[src/rtl/core/fmtp_pkg.sv]
// ---------------------------------------------------------------------------
// fmtp_pkg: shared types and constants
// Operation codes and the command and status bundles for the factorial
// prime-power divisor core.
// ---------------------------------------------------------------------------
`default_nettype none

package fmtp_pkg;

  localparam int MAX_N_DEF = 131072;
  localparam int NW        = 17;
  localparam int MW        = 32;
  localparam logic [MW-1:0] MOD_RESET = 32'd10000019;

  typedef enum logic [4:0] {
    OP_NONE,
    OP_FILL,
    OP_SV_JSET,
    OP_SV_MARK,
    OP_SV_INEXT,
    OP_LOAD,
    OP_PNEXT,
    OP_QINIT,
    OP_DIV_Q,
    OP_QSTEP,
    OP_DIV_K,
    OP_KSET,
    OP_FOUND,
    OP_MUL_BASE,
    OP_BSET,
    OP_MUL_RB,
    OP_RSET,
    OP_MUL_BB,
    OP_BSQ,
    OP_MUL_ACC,
    OP_ACCSET,
    OP_EMIT
  } dp_op_t;

  typedef struct packed {
    dp_op_t op;
    logic   rd_i;
  } ctl_cmd_t;

  typedef struct packed {
    logic fill_last;
    logic i_sq_lt;
    logic j_ge;
    logic flag;
    logic p_gt_n;
    logic quot_zero;
    logic e_ge_t;
    logic m_small;
    logic k_zero;
    logic k_odd;
    logic div_done;
    logic mul_done;
  } dp_stat_t;

endpackage

`default_nettype wire

[src/rtl/core/fmtp_ctrl.sv]
// ---------------------------------------------------------------------------
// fmtp_ctrl: controller
// Sequences the table fill, the sieve and the per-item prime walk.
// ---------------------------------------------------------------------------
`default_nettype none

module fmtp_ctrl import fmtp_pkg::*; (
  input  wire logic     clk,
  input  wire logic     rst_n,
  input  wire logic     start,
  output logic          busy,
  input  wire dp_stat_t stat,
  output ctl_cmd_t      cmd
);

  typedef enum logic [4:0] {
    ST_FILL,
    ST_SV_RD,
    ST_SV_CHK,
    ST_SV_MARK,
    ST_IDLE,
    ST_PLOOP,
    ST_PCHK,
    ST_QDIV,
    ST_QWAIT,
    ST_ECHK,
    ST_KWAIT,
    ST_BASE,
    ST_BWAIT,
    ST_POW,
    ST_RBWAIT,
    ST_BB,
    ST_BBWAIT,
    ST_AWAIT,
    ST_EMIT
  } state_t;

  state_t state_r;
  state_t state_nxt;

  always_comb begin
    state_nxt = state_r;
    cmd.op    = OP_NONE;
    cmd.rd_i  = 1'b0;
    case (state_r)
      ST_FILL: begin
        cmd.op = OP_FILL;
        if (stat.fill_last) begin
          state_nxt = ST_SV_RD;
        end
      end
      ST_SV_RD: begin
        cmd.rd_i  = 1'b1;
        state_nxt = ST_SV_CHK;
      end
      ST_SV_CHK: begin
        if (!stat.i_sq_lt) begin
          state_nxt = ST_IDLE;
        end else if (stat.flag) begin
          cmd.op    = OP_SV_JSET;
          state_nxt = ST_SV_MARK;
        end else begin
          cmd.op    = OP_SV_INEXT;
          state_nxt = ST_SV_RD;
        end
      end
      ST_SV_MARK: begin
        if (stat.j_ge) begin
          cmd.op    = OP_SV_INEXT;
          state_nxt = ST_SV_RD;
        end else begin
          cmd.op = OP_SV_MARK;
        end
      end
      ST_IDLE: begin
        if (start) begin
          cmd.op    = OP_LOAD;
          state_nxt = ST_PLOOP;
        end
      end
      ST_PLOOP: begin
        state_nxt = stat.p_gt_n ? ST_EMIT : ST_PCHK;
      end
      ST_PCHK: begin
        if (stat.flag) begin
          cmd.op    = OP_QINIT;
          state_nxt = ST_QDIV;
        end else begin
          cmd.op    = OP_PNEXT;
          state_nxt = ST_PLOOP;
        end
      end
      ST_QDIV: begin
        cmd.op    = OP_DIV_Q;
        state_nxt = ST_QWAIT;
      end
      ST_QWAIT: begin
        if (stat.div_done) begin
          cmd.op    = OP_QSTEP;
          state_nxt = stat.quot_zero ? ST_ECHK : ST_QDIV;
        end
      end
      ST_ECHK: begin
        if (!stat.e_ge_t) begin
          cmd.op    = OP_PNEXT;
          state_nxt = ST_PLOOP;
        end else if (stat.m_small) begin
          cmd.op    = OP_FOUND;
          state_nxt = ST_PLOOP;
        end else begin
          cmd.op    = OP_DIV_K;
          state_nxt = ST_KWAIT;
        end
      end
      ST_KWAIT: begin
        if (stat.div_done) begin
          cmd.op    = OP_KSET;
          state_nxt = ST_BASE;
        end
      end
      ST_BASE: begin
        cmd.op    = OP_MUL_BASE;
        state_nxt = ST_BWAIT;
      end
      ST_BWAIT: begin
        if (stat.mul_done) begin
          cmd.op    = OP_BSET;
          state_nxt = ST_POW;
        end
      end
      ST_POW: begin
        if (stat.k_zero) begin
          cmd.op    = OP_MUL_ACC;
          state_nxt = ST_AWAIT;
        end else if (stat.k_odd) begin
          cmd.op    = OP_MUL_RB;
          state_nxt = ST_RBWAIT;
        end else begin
          cmd.op    = OP_MUL_BB;
          state_nxt = ST_BBWAIT;
        end
      end
      ST_RBWAIT: begin
        if (stat.mul_done) begin
          cmd.op    = OP_RSET;
          state_nxt = ST_BB;
        end
      end
      ST_BB: begin
        cmd.op    = OP_MUL_BB;
        state_nxt = ST_BBWAIT;
      end
      ST_BBWAIT: begin
        if (stat.mul_done) begin
          cmd.op    = OP_BSQ;
          state_nxt = ST_POW;
        end
      end
      ST_AWAIT: begin
        if (stat.mul_done) begin
          cmd.op    = OP_ACCSET;
          state_nxt = ST_PLOOP;
        end
      end
      ST_EMIT: begin
        cmd.op    = OP_EMIT;
        state_nxt = ST_IDLE;
      end
      default: begin
        state_nxt = ST_IDLE;
      end
    endcase
  end

  always_ff @(posedge clk) begin
    if (!rst_n) begin
      state_r <= ST_FILL;
    end else begin
      state_r <= state_nxt;
    end
  end

  assign busy = (state_r != ST_IDLE);

`ifndef ASSERT_OFF
  a_start_walk: assert property (@(posedge clk) disable iff (!rst_n)
    state_r == ST_IDLE && start |=> state_r == ST_PLOOP)
    else $error("accepted beat did not start the prime walk");

  a_emit_idle: assert property (@(posedge clk) disable iff (!rst_n)
    state_r == ST_EMIT |=> state_r == ST_IDLE)
    else $error("result beat not followed by idle");

  a_pow_from_mul: assert property (@(posedge clk) disable iff (!rst_n)
    state_r == ST_POW |-> $past(stat.mul_done))
    else $error("power step entered without a finished multiply");
`endif

endmodule

`default_nettype wire

[config.mk]
export PLATFORM = sky130hd
export DESIGN_NAME = fmtp_ctrl
export DESIGN_NICKNAME = d
export VERILOG_FILES = /design/src/rtl/core/fmtp_pkg.sv /design/src/rtl/core/fmtp_ctrl.sv
export SDC_FILE = /design/constraint.sdc
export NUM_CORES = 1
export LEC_CHECK = 0
export ABC_CLOCK_PERIOD_IN_PS = 2700
export BUFFER_PORTS_ARGS = -buffer_cell sky130_fd_sc_hd__clkbuf_2
export CAP_MARGIN = 0
export CELL_PAD_IN_SITES_DETAIL_PLACEMENT = 0
export CELL_PAD_IN_SITES_GLOBAL_PLACEMENT = 2
export CORE_UTILIZATION = 28
export CTS_CLUSTER_DIAMETER = 80
export DETAILED_ROUTE_END_ITERATION = 6
export PLACE_DENSITY_LB_ADDON = 0.2
export SLEW_MARGIN = 20
export SYNTH_ARGS = -nofsm -noshare
export SYNTH_HDL_FRONTEND = slang
export SYNTH_SLANG_ARGS = --single-unit
[constraint.sdc]
create_clock -name clk -period 2.7 [get_ports clk]
set_clock_uncertainty 0.15 [all_clocks]
set_input_delay 0.54 -clock clk [delete_from_list [all_inputs] [get_ports clk]]
set_output_delay 0.54 -clock clk [all_outputs]
set_load 0.1 [all_outputs]
---- Word level (Yosys, flattened, before mapping) ----
Index checks and enable logic that the tools add are counted.
storage, ports and cells
  register bits after elaboration ......... 5
  bits of input ports ..................... 15
  logic and storage cells ................. 66
operators by class
  equal/unequal tests ..................... 27
  multiplexer cells ....................... 35
  reduce and logical (&&, ||, !) cells .... 3
operators by type and width
  operator              count
  $pmux W5 S17          2
  $mux W5               16
  $eq A5 B4 Y1 const B  8
  $mux W4               7
  $eq A5 B3 Y1 const B  4
  $mux W3               6
  $eq A5 B5 Y1 const B  3
  $ne A2 B2 Y1 const B  7
  $eq A5 B2 Y1 const B  2
  $reduce_and A8 Y1     1
  $eq A5 B1 Y1 const B  1
  $logic_not A5 Y1      1
  $ne A5 B3 Y1 const B  1
  $mux W2               2
  $mux W1               2
  $ne A2 B1 Y1 const B  1
  $reduce_or A2 Y1      1

---- Depth between registers and ports, before layout ----
Gate-level depths: netlist of run 1.
  depth after elaboration ................. 4
  gate-level depth with buffers ........... 7
  depth with buffers taken out ............ 5

---- Worst setup path before layout of run 1 ----
OpenSTA, ideal clock, no wires.
  path type ............................... reg2out
  start ................................... reg state_r[2]
  end ..................................... out cmd[2] in the netlist's numbering
  data arrival time ....................... 2.387 ns
  setup slack ............................. -0.377 ns
  stages on the path, launching flop included .. 6
  buffers on the path ..................... 2
  cells stage by stage .................... dfxtp_1 buf_2 clkbuf_1 nor2b_1 a32oi_1 o21ai_1
RTL lines
  element                 RTL line          text
  start, declared         fmtp_ctrl.sv:38   state_t state_r;
  start signal, assigned  fmtp_ctrl.sv:179  state_r <= state_nxt;
  end, declared           fmtp_ctrl.sv:13   output ctl_cmd_t cmd

==> impl_metrics.prom, run 1 <==
# TYPE chip_impl_metric gauge
chip_impl_metric{name="syn2layout_area_growth",unit="%"} 46.2
chip_impl_metric{name="pin_count_of_the_biggest_net_entering_global_routing",unit=""} 15
chip_impl_metric{name="period_needed",unit="ps"} 2620
chip_impl_metric{name="final_layout_size_suffix_gt1_share",unit="%"} 35.0
chip_impl_metric{name="synth_nets",unit=""} 158
chip_impl_metric{name="initial_utilization",unit="%"} 30.1
chip_impl_metric{name="clk_pin_slew_worst_paths",unit="ps"} 50
chip_impl_metric{name="finalNetCount",unit=""} 196
chip_impl_metric{name="final_setup_margin",unit="ps"} 79.5
chip_impl_metric{name="tightestPinTransition",unit="ps"} 384
chip_impl_metric{name="post_synthesis_cells",unit=""} 143
chip_impl_info{name="register_with_the_most_flip_flops",value="state_r"} 1
chip_impl_metric{name="dr.first_iter.drc_count",unit=""} 77
chip_impl_metric{name="chipHeight",unit="um"} 60.0
chip_impl_metric{name="synth_area_per_cell",unit="um2"} 6.59
chip_impl_info{name="critPathTopFamily",value="simple AND/OR/NAND/NOR gates"} 1
chip_impl_info{name="worst_hold_class",value="reg -> reg"} 1
chip_impl_metric{name="fp.dieW",unit="um"} 60.0
chip_impl_metric{name="number_of_flops_mapped_to_enable_cells_by_yosys",unit=""} 0
chip_impl_metric{name="worst_ir_drop_vdd",unit="mV"} 0.335
chip_impl_metric{name="required",unit="ps"} 2010
chip_impl_metric{name="ys_seq_area_share",unit="%"} 10.6
chip_impl_info{name="critical_path.slowest_cell",value="or3b_1"} 1
chip_impl_metric{name="clk_path_buf_depth",unit=""} 2
chip_impl_metric{name="total_switching_power",unit="uW"} 686
chip_impl_metric{name="power.share.clock",unit="%"} 6.9
chip_impl_metric{name="power_report.internal_total",unit="uW"} 565
chip_impl_metric{name="setup-tns-final",unit="ps"} 0
chip_impl_metric{name="rows",unit=""} 20
chip_impl_metric{name="tritoncts.num_buffers",unit=""} 3
chip_impl_metric{name="grt_pass1_vias",unit=""} 1215
chip_impl_metric{name="die_area",unit="um2"} 3600
chip_impl_metric{name="synth_cell_types",unit=""} 51
chip_impl_metric{name="port_buffers",unit=""} 21
chip_impl_info{name="grt_setup_unrepaired",value="false"} 1
chip_impl_metric{name="yosysWarnings",unit=""} 0
chip_impl_metric{name="grtUsageTotal",unit="%"} 21.5
chip_impl_metric{name="globalRoute.totalOverflow",unit=""} 0
chip_impl_metric{name="totalPowerFinal",unit="uW"} 1250
chip_impl_metric{name="diodes",unit=""} 0
chip_impl_metric{name="cts.htree.levels",unit=""} 1
chip_impl_metric{name="pwr-share-comb",unit="%"} 81.1
chip_impl_metric{name="min_period_over_period",unit="%"} 97.1
chip_impl_metric{name="gp_routability_congestion",unit=""} 0.894
chip_impl_info{name="cells_along_the_critical_path",value="buf_4, or3b_1, nor2_1, o21ai_0, a21oi_1, or3_1, buf_12"} 1
chip_impl_metric{name="worstSkewPairLatency",unit="ps"} 240
chip_impl_info{name="reg.largest.list",value="state_r: 5 flops"} 1
chip_impl_metric{name="pwr-share-seq",unit="%"} 12.0
chip_impl_metric{name="slew_headroom",unit="%"} 74.1
chip_impl_metric{name="fmaxAchievable",unit="GHz"} 0.382
chip_impl_metric{name="power_per_cell_area",unit="nW/um2"} 908
chip_impl_info{name="cts-root-buf",value="clkbuf_4"} 1
chip_impl_metric{name="placeableCoreArea",unit="um2"} 3130
chip_impl_metric{name="design.portCount",unit=""} 22
chip_impl_metric{name="worst-path-buf-inv",unit=""} 2
chip_impl_metric{name="final-hold-violation-count",unit=""} 0
chip_impl_metric{name="num_vias",unit=""} 1270
chip_impl_metric{name="critical_path.max_stage_delay",unit="ps"} 380
chip_impl_metric{name="route.antenna.remaining_nets",unit=""} 0
chip_impl_metric{name="flip_flop_count_of_the_largest_register_after_layout",unit=""} 5
chip_impl_metric{name="critical_path.max_fanout",unit=""} 6
chip_impl_info{name="commonest_register_cell_after_synthesis",value="dfxtp_1"} 1
chip_impl_metric{name="number_of_antenna_violations_at_the_first_check_in_global_routing",unit=""} 0
chip_impl_info{name="worst_setup_path_start_kind",value="register"} 1
chip_impl_metric{name="finalWirelength",unit="mm"} 3.58
chip_impl_metric{name="drv_cap",unit=""} 0
chip_impl_metric{name="netlist_area_pre_place",unit="um2"} 942
chip_impl_metric{name="cts_sinks",unit=""} 5
chip_impl_info{name="status",value="completed"} 1
chip_impl_metric{name="flop_and_latch_count_out_of_synthesis",unit=""} 5
chip_impl_metric{name="drcViolationCount",unit=""} 0
chip_impl_metric{name="swShare",unit="%"} 54.8
chip_impl_metric{name="place_worst_setup_slack",unit="ps"} 209
chip_impl_info{name="top_library_cells_by_usage_in_the_layout_fill_and_taps_aside",value="26 x buf_4, 14 x clkbuf_2, 11 x a21oi_1"} 1
chip_impl_metric{name="synth_async_sr_flop_share",unit="%"} 0
chip_impl_info{name="cts_tree",value="built"} 1
chip_impl_metric{name="drt-vias-per-instance",unit=""} 5.67
chip_impl_metric{name="worstPathArrival",unit="ps"} 1930
chip_impl_info{name="setup.worst_path.end_class",value="primary output"} 1
chip_impl_info{name="layout.cells.most_common",value="buf_4"} 1
chip_impl_metric{name="setup_viol_count_final",unit=""} 0
chip_impl_metric{name="average_detailed_routed_wire_length_per_instance",unit="um"} 16.0
chip_impl_metric{name="drt_pre_antenna_iters",unit=""} 4
chip_impl_metric{name="maxSlewViolCount",unit=""} 0
chip_impl_metric{name="leakage",unit="uW"} 0.000579
chip_impl_info{name="path_class",value="reg -> out"} 1
chip_impl_metric{name="hpwlAfterDp",unit="mm"} 2.80
chip_impl_metric{name="grt_first_pass_wirelength",unit="mm"} 5.89
==> power groups by stage <==
stage | clock [uW] | sequential (uW) | combinational [uW]
2_1_floorplan | 0 | 102 | 665
3_3_place_gp | 0 | 152 | 994
3_5_place_dp | 0 | 150 | 998
4_1_cts | 88.0 | 149 | 1000
5_1_grt | 95.2 | 154 | 1090
6_report | 86.4 | 150 | 1010
==> through the flow <==
stage               hold slack, ps  utilization, %  instances  area [um2]
detailed placement             478            42.4        220        1330
global placement               494            42.4        220        1330
floorplan                      518               -        143         952
finish                         412            44.0        224        1380
global route                   436            44.0        224        1380
CTS                            443            43.4        224        1360
==> synth_stat cells, types with 2 or more instances <==
cell,count,share of area (%)
nand2_1,8,3.2
o31ai_1,2,1.6
a32oi_1,3,2.8
nor2_1,9,3.6
o21ai_1,2,1.1
inv_1,5,2.0
nor3b_1,3,2.4
clkbuf_1,5,2.0
o211ai_1,2,1.6
or3_1,5,3.3
nand3_1,7,3.7
buf_1,2,0.80
and3_1,2,1.3
buf_2,4,2.1
a21oi_1,11,5.8
nand3b_1,3,2.4
o22ai_1,2,1.3
nor2b_1,8,5.3
nor4b_1,2,1.9
nand4_1,4,2.7
or4b_1,2,2.1
nor3_1,6,3.2
a31oi_1,3,2.0
dfxtp_1,5,11
o21ai_0,9,4.8
a22o_1,2,1.9
nand2b_1,3,2.0
==> metal layers <==
metal	track usage, %	part of all wire [%]	wire, um
met1	30.0	49	1750
met2	36.7	47	1680
met3	2.38	4.0	142
met4	1.99	0.47	17
met5	0	0	0
==> final timing paths <==
kind                                              start                       to  slack, ps  cells after the start
worst max register to register  state_r[0]$_SDFFE_PN0P_  state_r[1]$_SDFFE_PN0P_        490                      6
worst max-delay path            state_r[1]$_SDFFE_PN0P_                   cmd[3]         80                      7
worst min register to register  state_r[3]$_SDFFE_PN0P_  state_r[3]$_SDFFE_PN0P_        410                      2
worst min-delay path            state_r[3]$_SDFFE_PN0P_  state_r[3]$_SDFFE_PN0P_        410                      2
==> final cells by class <==
cell class,instances,area (um2)
fillers,344,1750
multi-input cells,120,781
repair buffers,46,385
flip-flops and latches,5,111
well taps,44,55.1
clock buffers,4,26.3
inverters,5,18.8
==> worst min-delay path: cells and delay by family (launching register included) <==
family | cells | cell delay, ps
flip-flops | 1 | 380
AND/OR/NAND/NOR | 1 | 80
AO/OA/AOI/OAI | 1 | 60
==> cells by family after synthesis <==
kind of cell | synth area share, %
DFF | 10.6
AOI/OAI and AO/OA | 33.9
xor gates and xnor gates | 0.930
buffers and inverters | 8.90
muxes | 1.06
and+or+nand+nor | 44.6
==> timing repair <==
| item | in CTS | in global routing |
|---|---|---|
| setup buffers | 0 | 1 |
| endpoints found under the setup margin | 2 | 2 |
| hold buffers | 0 | 0 |
| gates resized for setup | 2 | 8 |
| pin swaps | 0 | 1 |
Note: power is estimated with default switching activity, not from simulation.
==> run 2: changes to the inputs <==
--- a/config.mk
+++ b/config.mk
@@ -13,6 +13,7 @@
 export CORE_UTILIZATION = 28
 export CTS_CLUSTER_DIAMETER = 80
 export DETAILED_ROUTE_END_ITERATION = 6
+export GPL_TIMING_DRIVEN = 0
 export PLACE_DENSITY_LB_ADDON = 0.2
 export SLEW_MARGIN = 20
 export SYNTH_ARGS = -nofsm -noshare
==> impl_metrics.prom, run 2 (same netlist as run 1, synthesis figures left out) <==
# TYPE chip_impl_metric gauge
chip_impl_info{name="layout.cells.most_common",value="clkbuf_2"} 1
chip_impl_metric{name="rows",unit=""} 20
chip_impl_metric{name="min_period_over_period",unit="%"} 98.4
chip_impl_metric{name="design.portCount",unit=""} 22
chip_impl_info{name="reg.largest.list",value="state_r: 5 flops"} 1
chip_impl_metric{name="maxSlewViolCount",unit=""} 0
chip_impl_metric{name="hpwlAfterDp",unit="mm"} 2.64
chip_impl_metric{name="drcViolationCount",unit=""} 0
chip_impl_metric{name="finalWirelength",unit="mm"} 3.51
chip_impl_metric{name="met3WireLength",unit="um"} 279
chip_impl_metric{name="final_setup_margin",unit="ps"} 43.3
chip_impl_metric{name="leakage",unit="uW"} 0.000511
chip_impl_metric{name="final-hold-violation-count",unit=""} 0
chip_impl_metric{name="die_area",unit="um2"} 3600
chip_impl_metric{name="cts.htree.levels",unit=""} 1
chip_impl_metric{name="tightestPinTransition",unit="ps"} 673
chip_impl_info{name="setup.worst_path.end_class",value="primary output"} 1
chip_impl_metric{name="port_buffers",unit=""} 21
chip_impl_metric{name="initial_utilization",unit="%"} 30.1
chip_impl_metric{name="setup_viol_count_final",unit=""} 0
chip_impl_metric{name="cts_sinks",unit=""} 5
chip_impl_info{name="status",value="completed"} 1
chip_impl_info{name="register_with_the_most_flip_flops",value="state_r"} 1
chip_impl_metric{name="syn2layout_area_growth",unit="%"} 34.4
chip_impl_metric{name="placeableCoreArea",unit="um2"} 3130
chip_impl_metric{name="power_per_cell_area",unit="nW/um2"} 897
chip_impl_metric{name="slew_headroom",unit="%"} 54.7
chip_impl_info{name="worst_setup_path_start_kind",value="register"} 1
chip_impl_metric{name="gp_routability_congestion",unit=""} 0.843
chip_impl_metric{name="met2RoutedLength",unit="mm"} 1.58
chip_impl_metric{name="number_of_antenna_violations_at_the_first_check_in_global_routing",unit=""} 0
chip_impl_info{name="top_signal_layer_used",value="met4"} 1
chip_impl_metric{name="drt_pre_antenna_iters",unit=""} 4
chip_impl_info{name="worst_hold_class",value="in -> reg"} 1
chip_impl_metric{name="final_layout_size_suffix_gt1_share",unit="%"} 31.4
chip_impl_metric{name="required",unit="ps"} 2010
chip_impl_metric{name="place_worst_setup_slack",unit="ps"} -211
chip_impl_metric{name="pin_count_of_the_biggest_net_entering_global_routing",unit=""} 11
chip_impl_metric{name="totalPowerFinal",unit="uW"} 1140
chip_impl_metric{name="worst_ir_drop_vdd",unit="mV"} 0.220
chip_impl_metric{name="average_detailed_routed_wire_length_per_instance",unit="um"} 16.5
chip_impl_metric{name="dr.first_iter.drc_count",unit=""} 65
chip_impl_metric{name="grt_first_pass_wirelength",unit="mm"} 5.58
chip_impl_metric{name="route.antenna.remaining_nets",unit=""} 0
chip_impl_metric{name="placedInstanceArea",unit="um2"} 1110
chip_impl_metric{name="clk_pin_slew_worst_paths",unit="ps"} 40
chip_impl_metric{name="chipHeight",unit="um"} 60.0
chip_impl_metric{name="post-route-cell-area",unit="um2"} 1270
chip_impl_info{name="cts_tree",value="built"} 1
chip_impl_info{name="top_library_cells_by_usage_in_the_layout_fill_and_taps_aside",value="19 x clkbuf_2, 11 x a21oi_1, 9 x o21ai_0"} 1
chip_impl_metric{name="worstSkewPairLatency",unit="ps"} 240
chip_impl_info{name="cts-root-buf",value="clkbuf_4"} 1
chip_impl_metric{name="fp.dieW",unit="um"} 60.0
chip_impl_metric{name="critical_path.max_fanout",unit=""} 10
chip_impl_info{name="grt_setup_unrepaired",value="true"} 1
chip_impl_metric{name="worstPathArrival",unit="ps"} 1970
chip_impl_metric{name="finalNetCount",unit=""} 185
chip_impl_metric{name="finalCoreUtilization",unit="%"} 40.5
chip_impl_metric{name="drt-vias-per-instance",unit=""} 5.95
chip_impl_metric{name="clk_path_buf_depth",unit=""} 2
chip_impl_metric{name="diodes",unit=""} 0
chip_impl_metric{name="drv_cap",unit=""} 0
chip_impl_info{name="path_class",value="reg -> out"} 1
chip_impl_metric{name="setup-tns-final",unit="ps"} 0
chip_impl_metric{name="grtUsageTotal",unit="%"} 20.4
chip_impl_metric{name="tritoncts.num_buffers",unit=""} 3
chip_impl_metric{name="grt_pass1_vias",unit=""} 1179
chip_impl_metric{name="fmaxAchievable",unit="GHz"} 0.376
chip_impl_metric{name="globalRoute.totalOverflow",unit=""} 0
chip_impl_metric{name="flip_flop_count_of_the_largest_register_after_layout",unit=""} 5
chip_impl_metric{name="num_vias",unit=""} 1267
chip_impl_metric{name="wl_met1",unit="mm"} 1.63
chip_impl_metric{name="period_needed",unit="ps"} 2660
==> run 2: metal layers <==
layer  GRT usage, %  vias to the layer above
met2           33.2                       66
met1           28.8                      586
li1               -                      611
met5              0                        -
met3           3.25                        4
met4           2.99                        0
==> run 2: worst max-delay path, cell delays in order, from the launching register on <==
cell and delay [ps]:
dfxtp_1 280, buf_2 160, or3_4 380, or3_4 400
o21ai_0 100, a211oi_1 80, o21ai_2 100, clkbuf_16 230
==> run 2: what timing repair did <==
| item | CTS | global route |
|---|---|---|
| gates resized for setup | 21 | 18 |
| pin swaps | 1 | 4 |
| hold endpoints to repair | 0 | 0 |
| setup buffers | 0 | 1 |
| endpoints found under the setup margin | 6 | 5 |
| hold buffers | 0 | 0 |
==> run 2: path summary, 6_finish.rpt <==
check	slack [ps]	endpoint	start	cells after the start
setup reg to reg	670	state_r[1]$_SDFFE_PN0P_	state_r[0]$_SDFFE_PN0P_	6
setup / recovery	40	cmd[2]	state_r[2]$_SDFFE_PN0P_	7
hold / removal	460	state_r[3]$_SDFFE_PN0P_	rst_n	3
hold reg to reg	670	state_r[3]$_SDFFE_PN0P_	state_r[1]$_SDFFE_PN0P_	3
==> run 2: where the power goes <==
group	internal [uW]	switching (uW)	total, uW
sequential	93.2	14.7	108
combinational	318	625	943
clock	55.8	29.0	84.8
total	467	669	1140
==> run 2: through the flow <==
stage | hold slack, ps | instances
after floorplan | 518 | 143
after global placement | 695 | 208
after detailed placement | 703 | 208
after CTS | 446 | 212
after global routing | 472 | 213
final | 460 | 213
==> run 2: area by class of cell <==
type                            instances  area [um2]
Timing Repair Buffer                   22         176
Inverter                                5        18.8
Fill cell                             355        1860
Multi-Input combinational cell        120         798
Tap cell                               44        55.1
Sequential cell                         5         103
Buffer                                 13        88.8
Clock buffer                            4        26.3
==> run 3: changes to the inputs <==
==> constraint.sdc (replaced) <==
create_clock -name clk -period 2.7 [get_ports clk]
set_clock_uncertainty 0.15 [all_clocks]
set_input_delay 0.675 -clock clk [delete_from_list [all_inputs] [get_ports clk]]
set_output_delay 0.675 -clock clk [all_outputs]
set_load 0.1 [all_outputs]
==> impl_metrics.prom, run 3 (same netlist as run 1, synthesis figures left out) <==
# TYPE chip_impl_metric gauge
chip_impl_metric{name="fp.dieW",unit="um"} 60.0
chip_impl_metric{name="diodes",unit=""} 0
chip_impl_metric{name="cts.hold.buffers_added",unit=""} 0
chip_impl_metric{name="die_area",unit="um2"} 3600
chip_impl_metric{name="power.share.clock",unit="%"} 6.8
chip_impl_info{name="path_class",value="in -> out"} 1
chip_impl_info{name="holdCritStartpoint",value="rst_n"} 1
chip_impl_metric{name="swShare",unit="%"} 56.3
chip_impl_metric{name="leakage",unit="uW"} 0.000596
chip_impl_metric{name="cts.htree.levels",unit=""} 1
chip_impl_metric{name="post-route-cell-area",unit="um2"} 1460
chip_impl_metric{name="placedInstanceArea",unit="um2"} 1120
chip_impl_metric{name="clk_path_buf_depth",unit=""} 2
chip_impl_metric{name="required",unit="ps"} 1880
chip_impl_info{name="cts-root-buf",value="clkbuf_4"} 1
chip_impl_metric{name="drv_cap",unit=""} 0
chip_impl_info{name="cells_along_the_critical_path",value="buf_4, nor2b_2, a21o_1, nand2_2, o311ai_2, or3_4, clkbuf_16"} 1
chip_impl_metric{name="hpwlAfterDp",unit="mm"} 2.65
chip_impl_metric{name="route.antenna.remaining_nets",unit=""} 0
chip_impl_metric{name="setup_viol_count_final",unit=""} 1
chip_impl_info{name="worst_reg2reg_path_endpoint",value="state_r[3]$_SDFFE_PN0P_"} 1
chip_impl_metric{name="critical_path.max_stage_delay",unit="ps"} 350
chip_impl_info{name="failed_checks",value="negative setup slack"} 1
chip_impl_metric{name="slew_headroom",unit="%"} 52.7
chip_impl_metric{name="reg2regPathDepth",unit=""} 7
chip_impl_metric{name="maxSlewViolCount",unit=""} 0
chip_impl_info{name="top_library_cells_by_usage_in_the_layout_fill_and_taps_aside",value="14 x clkbuf_2, 12 x buf_4, 9 x a21oi_1"} 1
chip_impl_metric{name="period_needed",unit="ps"} 2700
chip_impl_metric{name="tightestPinTransition",unit="ps"} 703
chip_impl_info{name="grt_setup_unrepaired",value="true"} 1
chip_impl_metric{name="pwr-share-comb",unit="%"} 83.2
chip_impl_metric{name="cts_sinks",unit=""} 5
chip_impl_metric{name="grtUsageTotal",unit="%"} 21.5
chip_impl_info{name="worst_setup_path_start_kind",value="input pin"} 1
chip_impl_metric{name="placeableCoreArea",unit="um2"} 3130
chip_impl_info{name="setup.worst_path.end_class",value="primary output"} 1
chip_impl_metric{name="num_vias",unit=""} 1336
chip_impl_info{name="reg.largest.list",value="state_r: 5 flops"} 1
chip_impl_info{name="layout.cells.most_common",value="clkbuf_2"} 1
chip_impl_metric{name="final-hold-violation-count",unit=""} 0
chip_impl_metric{name="drt-vias-per-instance",unit=""} 6.07
chip_impl_info{name="holdPathEnd",value="state_r[2]$_SDFFE_PN0P_"} 1
chip_impl_metric{name="flip_flop_count_of_the_largest_register_after_layout",unit=""} 5
chip_impl_metric{name="fmaxAchievable",unit="GHz"} 0.370
chip_impl_info{name="worstReg2RegStart",value="state_r[1]$_SDFFE_PN0P_"} 1
chip_impl_metric{name="totalPowerFinal",unit="uW"} 1250
chip_impl_metric{name="average_detailed_routed_wire_length_per_instance",unit="um"} 17.2
chip_impl_metric{name="syn2layout_area_growth",unit="%"} 55.2
chip_impl_metric{name="final_layout_size_suffix_gt1_share",unit="%"} 43.2
chip_impl_metric{name="min_period_over_period",unit="%"} 100
chip_impl_metric{name="chipHeight",unit="um"} 60.0
chip_impl_metric{name="grt_first_pass_wirelength",unit="mm"} 5.93
chip_impl_metric{name="globalRoute.totalOverflow",unit=""} 0
chip_impl_info{name="cts_tree",value="built"} 1
chip_impl_metric{name="power_report.internal_total",unit="uW"} 546
chip_impl_metric{name="tritoncts.num_buffers",unit=""} 3
chip_impl_metric{name="design.portCount",unit=""} 22
chip_impl_metric{name="pwr-share-seq",unit="%"} 10.0
chip_impl_info{name="register_with_the_most_flip_flops",value="state_r"} 1
chip_impl_metric{name="r2r_slack",unit="ps"} 670
chip_impl_info{name="status",value="finished with violations"} 1
chip_impl_metric{name="port_buffers",unit=""} 21
chip_impl_metric{name="number_of_antenna_violations_at_the_first_check_in_global_routing",unit=""} 0
chip_impl_metric{name="worst_ir_drop_vdd",unit="mV"} 0.233
chip_impl_metric{name="dr.first_iter.drc_count",unit=""} 90
chip_impl_metric{name="finalWirelength",unit="mm"} 3.78
chip_impl_metric{name="drt_pre_antenna_iters",unit=""} 4
chip_impl_metric{name="total_switching_power",unit="uW"} 704
chip_impl_info{name="worst_hold_class",value="in -> reg"} 1
chip_impl_metric{name="worstSkewPairLatency",unit="ps"} 240
chip_impl_info{name="critical_path.slowest_cell",value="or3_4"} 1
chip_impl_metric{name="power_per_cell_area",unit="nW/um2"} 855
chip_impl_metric{name="hold_depth",unit=""} 3
chip_impl_metric{name="clk_pin_slew_worst_paths",unit="ps"} 40
chip_impl_metric{name="finalNetCount",unit=""} 192
chip_impl_metric{name="rows",unit=""} 20
chip_impl_metric{name="critical_path.max_fanout",unit=""} 6
chip_impl_metric{name="pin_count_of_the_biggest_net_entering_global_routing",unit=""} 11
chip_impl_metric{name="final_setup_margin",unit="ps"} -3.61
chip_impl_metric{name="initial_utilization",unit="%"} 30.1
chip_impl_metric{name="drcViolationCount",unit=""} 0
chip_impl_metric{name="grt_pass1_vias",unit=""} 1250
chip_impl_metric{name="worstPathArrival",unit="ps"} 1880
chip_impl_metric{name="gp_routability_congestion",unit=""} 0.896
-- run 3: cell types whose count changed in the layout (fill, tap and decap cells not counted), moves of 3 or more --
cell      change
buf_4         +7
buf_8         +3
clkbuf_2      -5
dfxtp_4       +3
nor2b_1       -3
nor2b_2       +3
-- run 3: area by class of cell --
type                            instances  area (um2)
Clock buffer                            4        26.3
Fill cell                             319        1670
Buffer                                 12         104
Sequential cell                         5         113
Inverter                                5        18.8
Tap cell                               44        55.1
Timing Repair Buffer                   30         284
Multi-Input combinational cell        120         862
-- run 3: power by group through the flow --
stage | Clock [uW] | Sequential (uW) | Combinational [uW]
2_1_floorplan | 0 | 102 | 666
3_3_place_gp | 0 | 106 | 835
3_5_place_dp | 0 | 107 | 832
4_1_cts | 88.2 | 121 | 939
5_1_grt | 94.5 | 127 | 1110
6_report | 84.7 | 125 | 1040
-- run 3: repair_timing --
item	4_1_cts	5_1_grt
cloned	0	1
setup buffers	4	4
endpoints found under the setup margin	6	4
resized for setup	42	28
pin swaps	6	5
-- run 3: worst max path at each step --
stage                            startpoint     end  slack, ps  depth (start not counted)
finish                              stat[0]  cmd[3]         -4                          7
floorplan           state_r[2]$_SDFFE_PN0P_  cmd[2]          8                          5
global route        state_r[3]$_SDFFE_PN0P_  cmd[3]        -40                          6
CTS                                 stat[3]  cmd[4]         -9                          7
detailed placement  state_r[2]$_SDFFE_PN0P_  cmd[3]       -450                          7
global placement    state_r[2]$_SDFFE_PN0P_  cmd[3]       -480                          7
-- run 3: routing by layer --
layer / part of all wire [%] / global-route usage, % / routed length [um] / vias to the layer above
li1: - / - / - / 624
met1: 44 / 31.4 / 1660 / 626
met2: 45 / 32.2 / 1690 / 74
met3: 8.3 / 2.81 / 313 / 12
met4: 3.1 / 6.98 / 116 / 0
met5: 0 / 0 / 0 / -
-- run 3: worst max-delay path: cells and delay by family --
family | cells | cell delay [ps]
compound gates | 2 | 270
simple gates | 3 | 590
buf+inv | 2 | 340
-- run 3: metrics by stage --
step / instances / util (%) / setup TNS [ps] / hold slack [ps] / worst slack (ps)
finish: 220 / 46.8 / -3.61 / 569 / -3.61
global route: 220 / 46.8 / -129 / 600 / -41.0
CTS: 215 / 42.5 / -18.0 / 562 / -8.77
detailed placement: 208 / 35.8 / -1450 / 721 / -446
global placement: 208 / 35.8 / -1500 / 730 / -484
floorplan: 143 / - / 0 / 583 / 8.31
